<file path="config.mk">
export PLATFORM = sky130hd
export DESIGN_NAME = sefp_div
export DESIGN_NICKNAME = d
export VERILOG_FILES = /design/src/hdl/sefp_pkg.sv /design/src/hdl/sefp_div.sv
export SDC_FILE = /design/constraint.sdc
export NUM_CORES = 2
export LEC_CHECK = 0
export CAP_MARGIN = 20
export CORE_UTILIZATION = 35
export CTS_BUF_LIST = sky130_fd_sc_hd__clkbuf_4 sky130_fd_sc_hd__clkbuf_8
export DETAILED_ROUTE_END_ITERATION = 6
export DONT_BUFFER_PORTS = 1
export PLACE_DENSITY_LB_ADDON = 0.2
export SETUP_SLACK_MARGIN = 0.05
export SYNTH_ARGS = -nofsm -noshare
export SYNTH_HDL_FRONTEND = slang
export SYNTH_MEMORY_MAX_BITS = 65536
export SYNTH_SLANG_ARGS = --single-unit
</file>
<file path="constraint.sdc">
create_clock -name clk -period 8.3 [get_ports clk]
set_input_delay 0.415 -clock clk [delete_from_list [all_inputs] [get_ports clk]]
set_output_delay 0.415 -clock clk [all_outputs]
set_load 0.01 [all_outputs]
</file>
<file path="src/hdl/sefp_pkg.sv">
package sefp_pkg;

    // Fixed-point format and datapath widths.
    localparam int FRAC_BITS = 16;
    localparam int DW        = 32;
    localparam int ACC_W     = 68;
    localparam int NUM_W     = DW + FRAC_BITS;

    // Square root: a 66-bit radicand yields one result bit per stage.
    localparam int SQ_IN_W   = 66;
    localparam int SQ_STAGES = SQ_IN_W / 2;
    localparam int ROOT_W    = SQ_STAGES;
    localparam int REM_W     = ROOT_W + 3;

    // Division: one quotient bit per stage.
    localparam int DIV_STAGES = DW;

    // Cycles the matrix rebuild needs after a register write.
    localparam int CFG_SETTLE = 5;
    localparam int CNT_W      = $clog2(CFG_SETTLE + 1);

    localparam logic signed [DW-1:0] ONE_Q = DW'(64'd1 << FRAC_BITS);
    localparam logic signed [ACC_W-1:0] Q_MAX = ACC_W'(32'sh7FFFFFFF);
    localparam logic signed [ACC_W-1:0] Q_MIN = ACC_W'(32'sh80000000);

    // Configuration register indexes.
    localparam int CFG_IDX_W = 4;
    localparam logic [CFG_IDX_W-1:0] REG_FREE_A     = 4'd0;
    localparam logic [CFG_IDX_W-1:0] REG_FREE_B     = 4'd1;
    localparam logic [CFG_IDX_W-1:0] REG_FREE_C     = 4'd2;
    localparam logic [CFG_IDX_W-1:0] REG_ROW_W1     = 4'd3;
    localparam logic [CFG_IDX_W-1:0] REG_ROW_W2     = 4'd4;
    localparam logic [CFG_IDX_W-1:0] REG_COL_W1     = 4'd5;
    localparam logic [CFG_IDX_W-1:0] REG_COL_W2     = 4'd6;
    localparam logic [CFG_IDX_W-1:0] REG_POSITIONS  = 4'd7;
    localparam logic [7:0]           POS_RESET      = 8'd80;

    typedef logic signed [DW-1:0] q_t;
    typedef q_t fmat_t [9];

    // Item leaving the line stages toward the square root.
    typedef struct packed {
        logic                 valid;
        logic                 last;
        logic                 sat;
        logic [DW-1:0]        anum;
        logic [SQ_IN_W-2:0]   sum;
    } sq_in_t;

    // Item leaving the square root toward the divider.
    typedef struct packed {
        logic                 valid;
        logic                 last;
        logic                 sat;
        logic [DW-1:0]        anum;
        logic [ROOT_W-1:0]    root;
    } div_in_t;

    // Finished result.
    typedef struct packed {
        logic                 valid;
        logic                 last;
        logic                 flag;
        logic [DW-1:0]        err;
    } res_t;

    // Flat index of matrix entry (r, c).
    function automatic logic [3:0] fidx(input logic [1:0] r, input logic [1:0] c);
        return {2'b00, r} * 4'd3 + {2'b00, c};
    endfunction

    // Floor to the fixed-point grid and saturate to 32 signed bits.
    function automatic q_t sat_q(input logic signed [ACC_W-1:0] v);
        logic signed [ACC_W-1:0] s;
        s = v >>> FRAC_BITS;
        if (s > Q_MAX) begin
            return Q_MAX[DW-1:0];
        end
        if (s < Q_MIN) begin
            return Q_MIN[DW-1:0];
        end
        return s[DW-1:0];
    endfunction

    // True when the floored value does not fit in 32 signed bits.
    function automatic logic ovf_q(input logic signed [ACC_W-1:0] v);
        logic signed [ACC_W-1:0] s;
        s = v >>> FRAC_BITS;
        return (s > Q_MAX) || (s < Q_MIN);
    endfunction

endpackage

</file>
<file path="src/hdl/sefp_div.sv">
module sefp_div (
    input  logic               clk,
    input  logic               rst_n,
    input  logic               adv,
    input  sefp_pkg::div_in_t  in_item,
    output sefp_pkg::res_t     out_item
);
    import sefp_pkg::*;

    logic [NUM_W-1:0]  n_wide;
    logic              pre_flag;

    logic              v0_reg, last0_reg, flag0_reg;
    logic [ROOT_W-1:0] root0_reg, rem0_reg;
    logic [DW-1:0]     low0_reg;

    logic              v_reg    [DIV_STAGES];
    logic              last_reg [DIV_STAGES];
    logic              flag_reg [DIV_STAGES];
    logic [ROOT_W-1:0] root_reg [DIV_STAGES];
    logic [ROOT_W-1:0] rem_reg  [DIV_STAGES];
    logic [DW-1:0]     low_reg  [DIV_STAGES];
    logic [DW-1:0]     q_reg    [DIV_STAGES];

    // A quotient of 2^32 or more shows as the high numerator part reaching the root.
    assign n_wide   = {in_item.anum, {FRAC_BITS{1'b0}}};
    assign pre_flag = in_item.sat || (in_item.root == '0)
                   || (ROOT_W'(n_wide[NUM_W-1:DW]) >= in_item.root);

    always_ff @(posedge clk or negedge rst_n)
    begin
        if (!rst_n)
        begin
            v0_reg <= 1'b0;
        end
        else if (adv)
        begin
            v0_reg <= in_item.valid;
        end
    end

    always_ff @(posedge clk)
    begin
        if (adv)
        begin
            last0_reg <= in_item.last;
            flag0_reg <= pre_flag;
            root0_reg <= in_item.root;
            rem0_reg  <= ROOT_W'(n_wide[NUM_W-1:DW]);
            low0_reg  <= n_wide[DW-1:0];
        end
    end

    // One quotient bit per stage, restoring division.
    for (genvar s = 0; s < DIV_STAGES; s++)
    begin : g_stage
        logic              v_in, last_in, flag_in;
        logic [ROOT_W-1:0] root_in, rem_in, rem_n;
        logic [DW-1:0]     low_in, q_in;
        logic [ROOT_W:0]   rem_sh;
        logic              qbit;

        if (s == 0)
        begin : g_first
            assign v_in    = v0_reg;
            assign last_in = last0_reg;
            assign flag_in = flag0_reg;
            assign root_in = root0_reg;
            assign rem_in  = rem0_reg;
            assign low_in  = low0_reg;
            assign q_in    = '0;
        end
        else
        begin : g_next
            assign v_in    = v_reg[s-1];
            assign last_in = last_reg[s-1];
            assign flag_in = flag_reg[s-1];
            assign root_in = root_reg[s-1];
            assign rem_in  = rem_reg[s-1];
            assign low_in  = low_reg[s-1];
            assign q_in    = q_reg[s-1];
        end

        always_comb
        begin
            rem_sh = {rem_in, low_in[DW-1]};
            qbit   = (rem_sh >= {1'b0, root_in});
            if (qbit)
            begin
                rem_n = ROOT_W'(rem_sh - {1'b0, root_in});
            end
            else
            begin
                rem_n = rem_sh[ROOT_W-1:0];
            end
        end

        always_ff @(posedge clk or negedge rst_n)
        begin
            if (!rst_n)
            begin
                v_reg[s] <= 1'b0;
            end
            else if (adv)
            begin
                v_reg[s] <= v_in;
            end
        end

        always_ff @(posedge clk)
        begin
            if (adv)
            begin
                last_reg[s] <= last_in;
                flag_reg[s] <= flag_in;
                root_reg[s] <= root_in;
                rem_reg[s]  <= rem_n;
                low_reg[s]  <= low_in << 1;
                q_reg[s]    <= {q_in[DW-2:0], qbit};
            end
        end
    end

    // The last stage is the output register.
    assign out_item.valid = v_reg[DIV_STAGES-1];
    assign out_item.last  = last_reg[DIV_STAGES-1];
    assign out_item.flag  = flag_reg[DIV_STAGES-1];
    assign out_item.err   = flag_reg[DIV_STAGES-1] ? '1 : q_reg[DIV_STAGES-1];

endmodule

</file>
---- Yosys cells after proc, flatten, opt, wreduce, memory -nomap -nowiden ----
Memories as Yosys holds them, arrays and structs flattened.
Cells that the tools add are included.
cells by class
  reductions and logical operators ........ 3
  multiplexer cells ....................... 35
  add/sub/neg operators ................... 32
  order comparisons ....................... 33
operator list
  cell                count
  $mux W33            32
  $ge A34 B33 Y1      31
  $sub A33 B33 Y33    31
  $ge A16 B33 Y1      1
  $ge A17 B33 Y1      1
  $logic_not A33 Y1   1
  $sub A17 B33 Y33    1
  $mux W32            1
  $logic_or A1 B1 Y1  2
  $mux W1             2
storage, ports and cells
  memories kept ........................... 6
  memory bits (writable) .................. 4,192
  flip-flop bits (word level) ............. 100
  word-level logic and storage cells ...... 147
  output and inout port bits .............. 35
memories
  name      words  width  read ports  clocked after memory_dff  write ports  line            text
  rem_reg   32     33     31          0                         32           sefp_div.sv:21  logic [ROOT_W-1:0] rem_reg [DIV_STAGES];
  root_reg  32     33     31          0                         32           sefp_div.sv:20  logic [ROOT_W-1:0] root_reg [DIV_STAGES];
  q_reg     32     32     32          0                         32           sefp_div.sv:23  logic [DW-1:0] q_reg [DIV_STAGES];
  low_reg   32     31     31          0                         32           sefp_div.sv:22  logic [DW-1:0] low_reg [DIV_STAGES];
  flag_reg  32     1      32          0                         32           sefp_div.sv:19  logic flag_reg [DIV_STAGES];
  last_reg  32     1      32          0                         32           sefp_div.sv:18  logic last_reg [DIV_STAGES];

---- Logic depth before layout (Yosys ltp) ----
  depth in word-level cells ............... 3
  gate-level depth with buffers ........... 16

---- Worst setup path before layout ----
No wires, ideal clock.
  path type ............................... reg2reg
  start ................................... memory low_reg[0][30] (netlist bit)
  end ..................................... memory rem_reg[1][10] (netlist bit) (data pin)
  library setup time ...................... 0.270 ns
  clock period less this slack ............ 3.474 ns
  slack ................................... 4.826 ns
  cell stages (with the launch flop) ...... 17
  path buffers ............................ 2
  data required time ...................... 8.030 ns
  arrival time ............................ 3.203 ns
  cells stage by stage .................... edfxtp_1 -> inv_1 -> ha_1 -> inv_1 -> fa_1 -> a211oi_1 -> o21ai_0 -> a21o_1 -> a221oi_1 -> a21oi_1 -> a21oi_1 -> nand3_1 -> a311o_1 -> buf_2 -> clkbuf_1 -> nor2_1 -> a21oi_1
RTL lines
  item                line
  start: declaration  sefp_div.sv:22
  end: declaration    sefp_div.sv:21

==> run_results.csv <==
group,metric,value,unit
run_status,status,"finished, final reports clean",
yosys,ys_types,102,
worst_setup_path,path_max_fanout,258,
cts,cts_buffers,523,
floorplan,num_rows,242,
sta,finalHoldViolations,0,
cells_and_area,final_core_util,39.4,%
global_routing,grt_usage,15.6,%
sta,final_max_slew_viol_count,0,
detailed_routing,drc,0,
global_routing,gr-total-overflow,0,
yosys,synth_edf_count,2825,
power_and_ir_drop,powerDensity,379,nW/um^2
sta,fin_crit,7.09,ns
yosys,ys_seq_area_share,56.1,%
worst_setup_path,worstPathArrival,7.81,ns
yosys,synth_area,153000,sq um
min_path,hp-class,"input pin to flop",
worst_setup_path,cp-end-kind,"flop",
yosys,synth-seq-cells,2858,
sta,rsz0062_at_grt,"false",
cts,cts-root-buf,"clkbuf_8",
detailed_routing,viasPerCell,5.00,
sta,tns,0,ns
flow_run,drv_cap,0,
cts,clk_pin_slew,0.05,ns
global_routing,grt_max_degree,265,
cells_and_area,layout.nets,14700,
cts,hold_buffers,141,
floorplan,ioPinCount,106,
detailed_routing,vias,98200,
global_routing,grt_antenna_before_repair,13,
cts,clockBufferDepth,4,
detailed_routing,wl_per_cell,18.2,um
yosys,synth-warning-count,0,
cells_and_area,postLayoutCellArea,171000,sq um
power_and_ir_drop,p_leak,68.2,nW
floorplan,dieArea,439000,sq um
global_routing,grt_pass1_vias,96100,
floorplan,die_h,663,um
sta,worst_pin_slew,1.40,ns
worst_setup_path,required,9.02,ns
placement,hpwl,259,mm
sta,holdWs,0.173,ns
detailed_routing,route.antenna.remaining_nets,0,
sta,max_freq,0.141,GHz
cells_and_area,syn_to_final_growth,11.9,%
cells_and_area,final_cell_mix,"2825 x edfxtp_1, 1355 x a21oi_1, 1315 x inv_1, 1055 x ha_1, 973 x nor2_1",
floorplan,start_util,35.2,%
cells_and_area,drive_gt1_share,10.1,%
worst_setup_path,crit_type,"input pin to flop",
detailed_routing,drt-total-wl,356,mm
detailed_routing,detail_route.first_pass.iterations,6,
yosys,netlist_instances,13100,
floorplan,die_x,663,um
power_and_ir_drop,peakVddDrop,0.172,mV
floorplan,fp.coreArea,435000,sq um
placement,place_congestion,0.863,
sta,setup_viol,0,
global_routing,grt_pass1_wl,550,mm
placement,postPlaceCellArea,159000,sq um
placement,port_buffers,0,
worst_setup_path,start_kind,"input pin",
cells_and_area,final_common_cell,"edfxtp_1",
cts,cts_setup_buffers,0,
sta,clock_skew,0.0715,ns
cts,cts_resized,0,
cts,cts_sinks,2858,
yosys,synth_nets,14300,
yosys,async_flop_share,1.15,%
cts,clk_latency,1.17,ns
detailed_routing,drt_iter0_drc,6805,
sta,period_share,85.4,%
yosys,avgSynthCellArea,11.6,sq um
yosys,synth_ff_type,"edfxtp_1",
sta,slew-limit-headroom,6.58,%
cts,cts_max_level,6,
cts,cts_tree,"done",
[routing by layer]
metal / share of wire, % / vias to the layer above / GRT usage [%]
met2: 46 / 2120 / 25.3
met5: 0 / - / 0
met3: 4.8 / 583 / 2.36
li1: - / 49100 / -
met1: 47 / 46400 / 21.7
met4: 2.7 / 0 / 4.72
[final timing paths]
path | cells past startpoint | from | slack (ns) | to
worst max-delay path | 9 | adv | 1.21 | rem_reg[29][25]
worst min-delay path | 6 | in_item[10] | 0.17 | flag0_reg
worst max register to register | 13 | root_reg[4][0] | 3.58 | rem_reg[5][5]
worst min register to register | 0 | q_reg[15][1] | 0.36 | q_reg[16][2]
max in group asynchronous | 4 | rst_n | 7.69 | g_stage[10].v_in
min in group asynchronous | 4 | rst_n | 0.40 | out_item[34]
[Yosys cell counts, types with 26 or more instances]
| master | instances | share of area, % |
|---|---|---|
| edfxtp_1 | 2825 | 56 |
| a21oi_1 | 1355 | 4.4 |
| inv_1 | 1315 | 3.2 |
| ha_1 | 1055 | 8.6 |
| nor2_1 | 973 | 2.4 |
| nand2_1 | 693 | 1.7 |
| o21ai_0 | 630 | 2.1 |
| xnor2_1 | 518 | 3.0 |
| a21o_1 | 473 | 2.3 |
| mux2_2 | 389 | 2.9 |
| xor2_1 | 356 | 2.0 |
| clkbuf_1 | 232 | 0.57 |
| nand3_1 | 188 | 0.62 |
| nand4_1 | 181 | 0.74 |
| o21bai_1 | 135 | 0.66 |
| nor2b_1 | 132 | 0.54 |
| nor3_1 | 126 | 0.41 |
| o21a_1 | 123 | 0.60 |
| nand2b_1 | 116 | 0.47 |
| a31oi_1 | 106 | 0.43 |
| a211oi_1 | 94 | 0.46 |
| and3_1 | 82 | 0.34 |
| or2_2 | 62 | 0.25 |
| o31ai_1 | 60 | 0.29 |
| and2_1 | 58 | 0.24 |
| o211ai_1 | 56 | 0.28 |
| buf_2 | 53 | 0.17 |
| nor4_1 | 47 | 0.19 |
| a21boi_0 | 34 | 0.17 |
| dfrtp_1 | 33 | 0.54 |
| fa_1 | 31 | 0.41 |
| or3_1 | 31 | 0.13 |
| a211o_1 | 30 | 0.17 |
| and4_1 | 30 | 0.17 |
| a221oi_1 | 28 | 0.16 |
| mux2_4 | 26 | 0.26 |
| o31a_1 | 26 | 0.15 |
[cell families (layout without fill, tap and decap cells)]
family	count (synthesis)	in the layout	share of synthesized area, %
other	0	4	0
AO/OA/AOI/OAI	3434	3434	13.9
multiplexers	442	442	3.30
adder cells (fa/ha/maj)	1086	1086	9.04
flip-flops	2858	2858	56.1
AND/OR/NAND/NOR	2787	2787	8.56
buffers and inverters	1641	2405	4.13
XOR/XNOR	874	874	5.01
[where the power goes]
part / leakage, nW / internal [mW] / switching, mW / total [mW]
clock: 5.24 / 7.15 / 5.95 / 13.1
sequential: 28.0 / 20.9 / 2.10 / 23.0
combinational: 35.0 / 12.3 / 16.3 / 28.6
total: 68.2 / 40.4 / 24.3 / 64.7
[layout make-up]
type / instances / area [sq um]
Tap cell: 5734 / 7170
Sequential cell: 2858 / 85700
Clock buffer: 688 / 8510
Fill cell: 41800 / 264000
Multi-Input combinational cell: 8623 / 61000
Inverter: 1316 / 4940
Clock inverter: 208 / 1520
Antenna cell: 4 / 10.0
Timing Repair Buffer: 193 / 2140
[stage by stage]
stage | instances | power, mW | worst slack, ns
after CTS | 19600 | 65.4 | 1.42
after floorplan | 13100 | 44.2 | 4.83
after global placement | 18600 | 51.6 | 1.31
after global routing | 19600 | 69.5 | 0.853
after detailed placement | 18600 | 51.6 | 1.27
final | 19600 | 64.7 | 1.21
[critical path: stages]
cell	delay, ns
dlygate4sd3_1	0.62
buf_16	0.33
buf_16	0.66
buf_16	0.54
buf_16	0.55
buf_16	0.58
buf_16	0.85
buf_16	0.85
buf_16	0.82
Note: power is estimated with default switching activity, not from simulation.
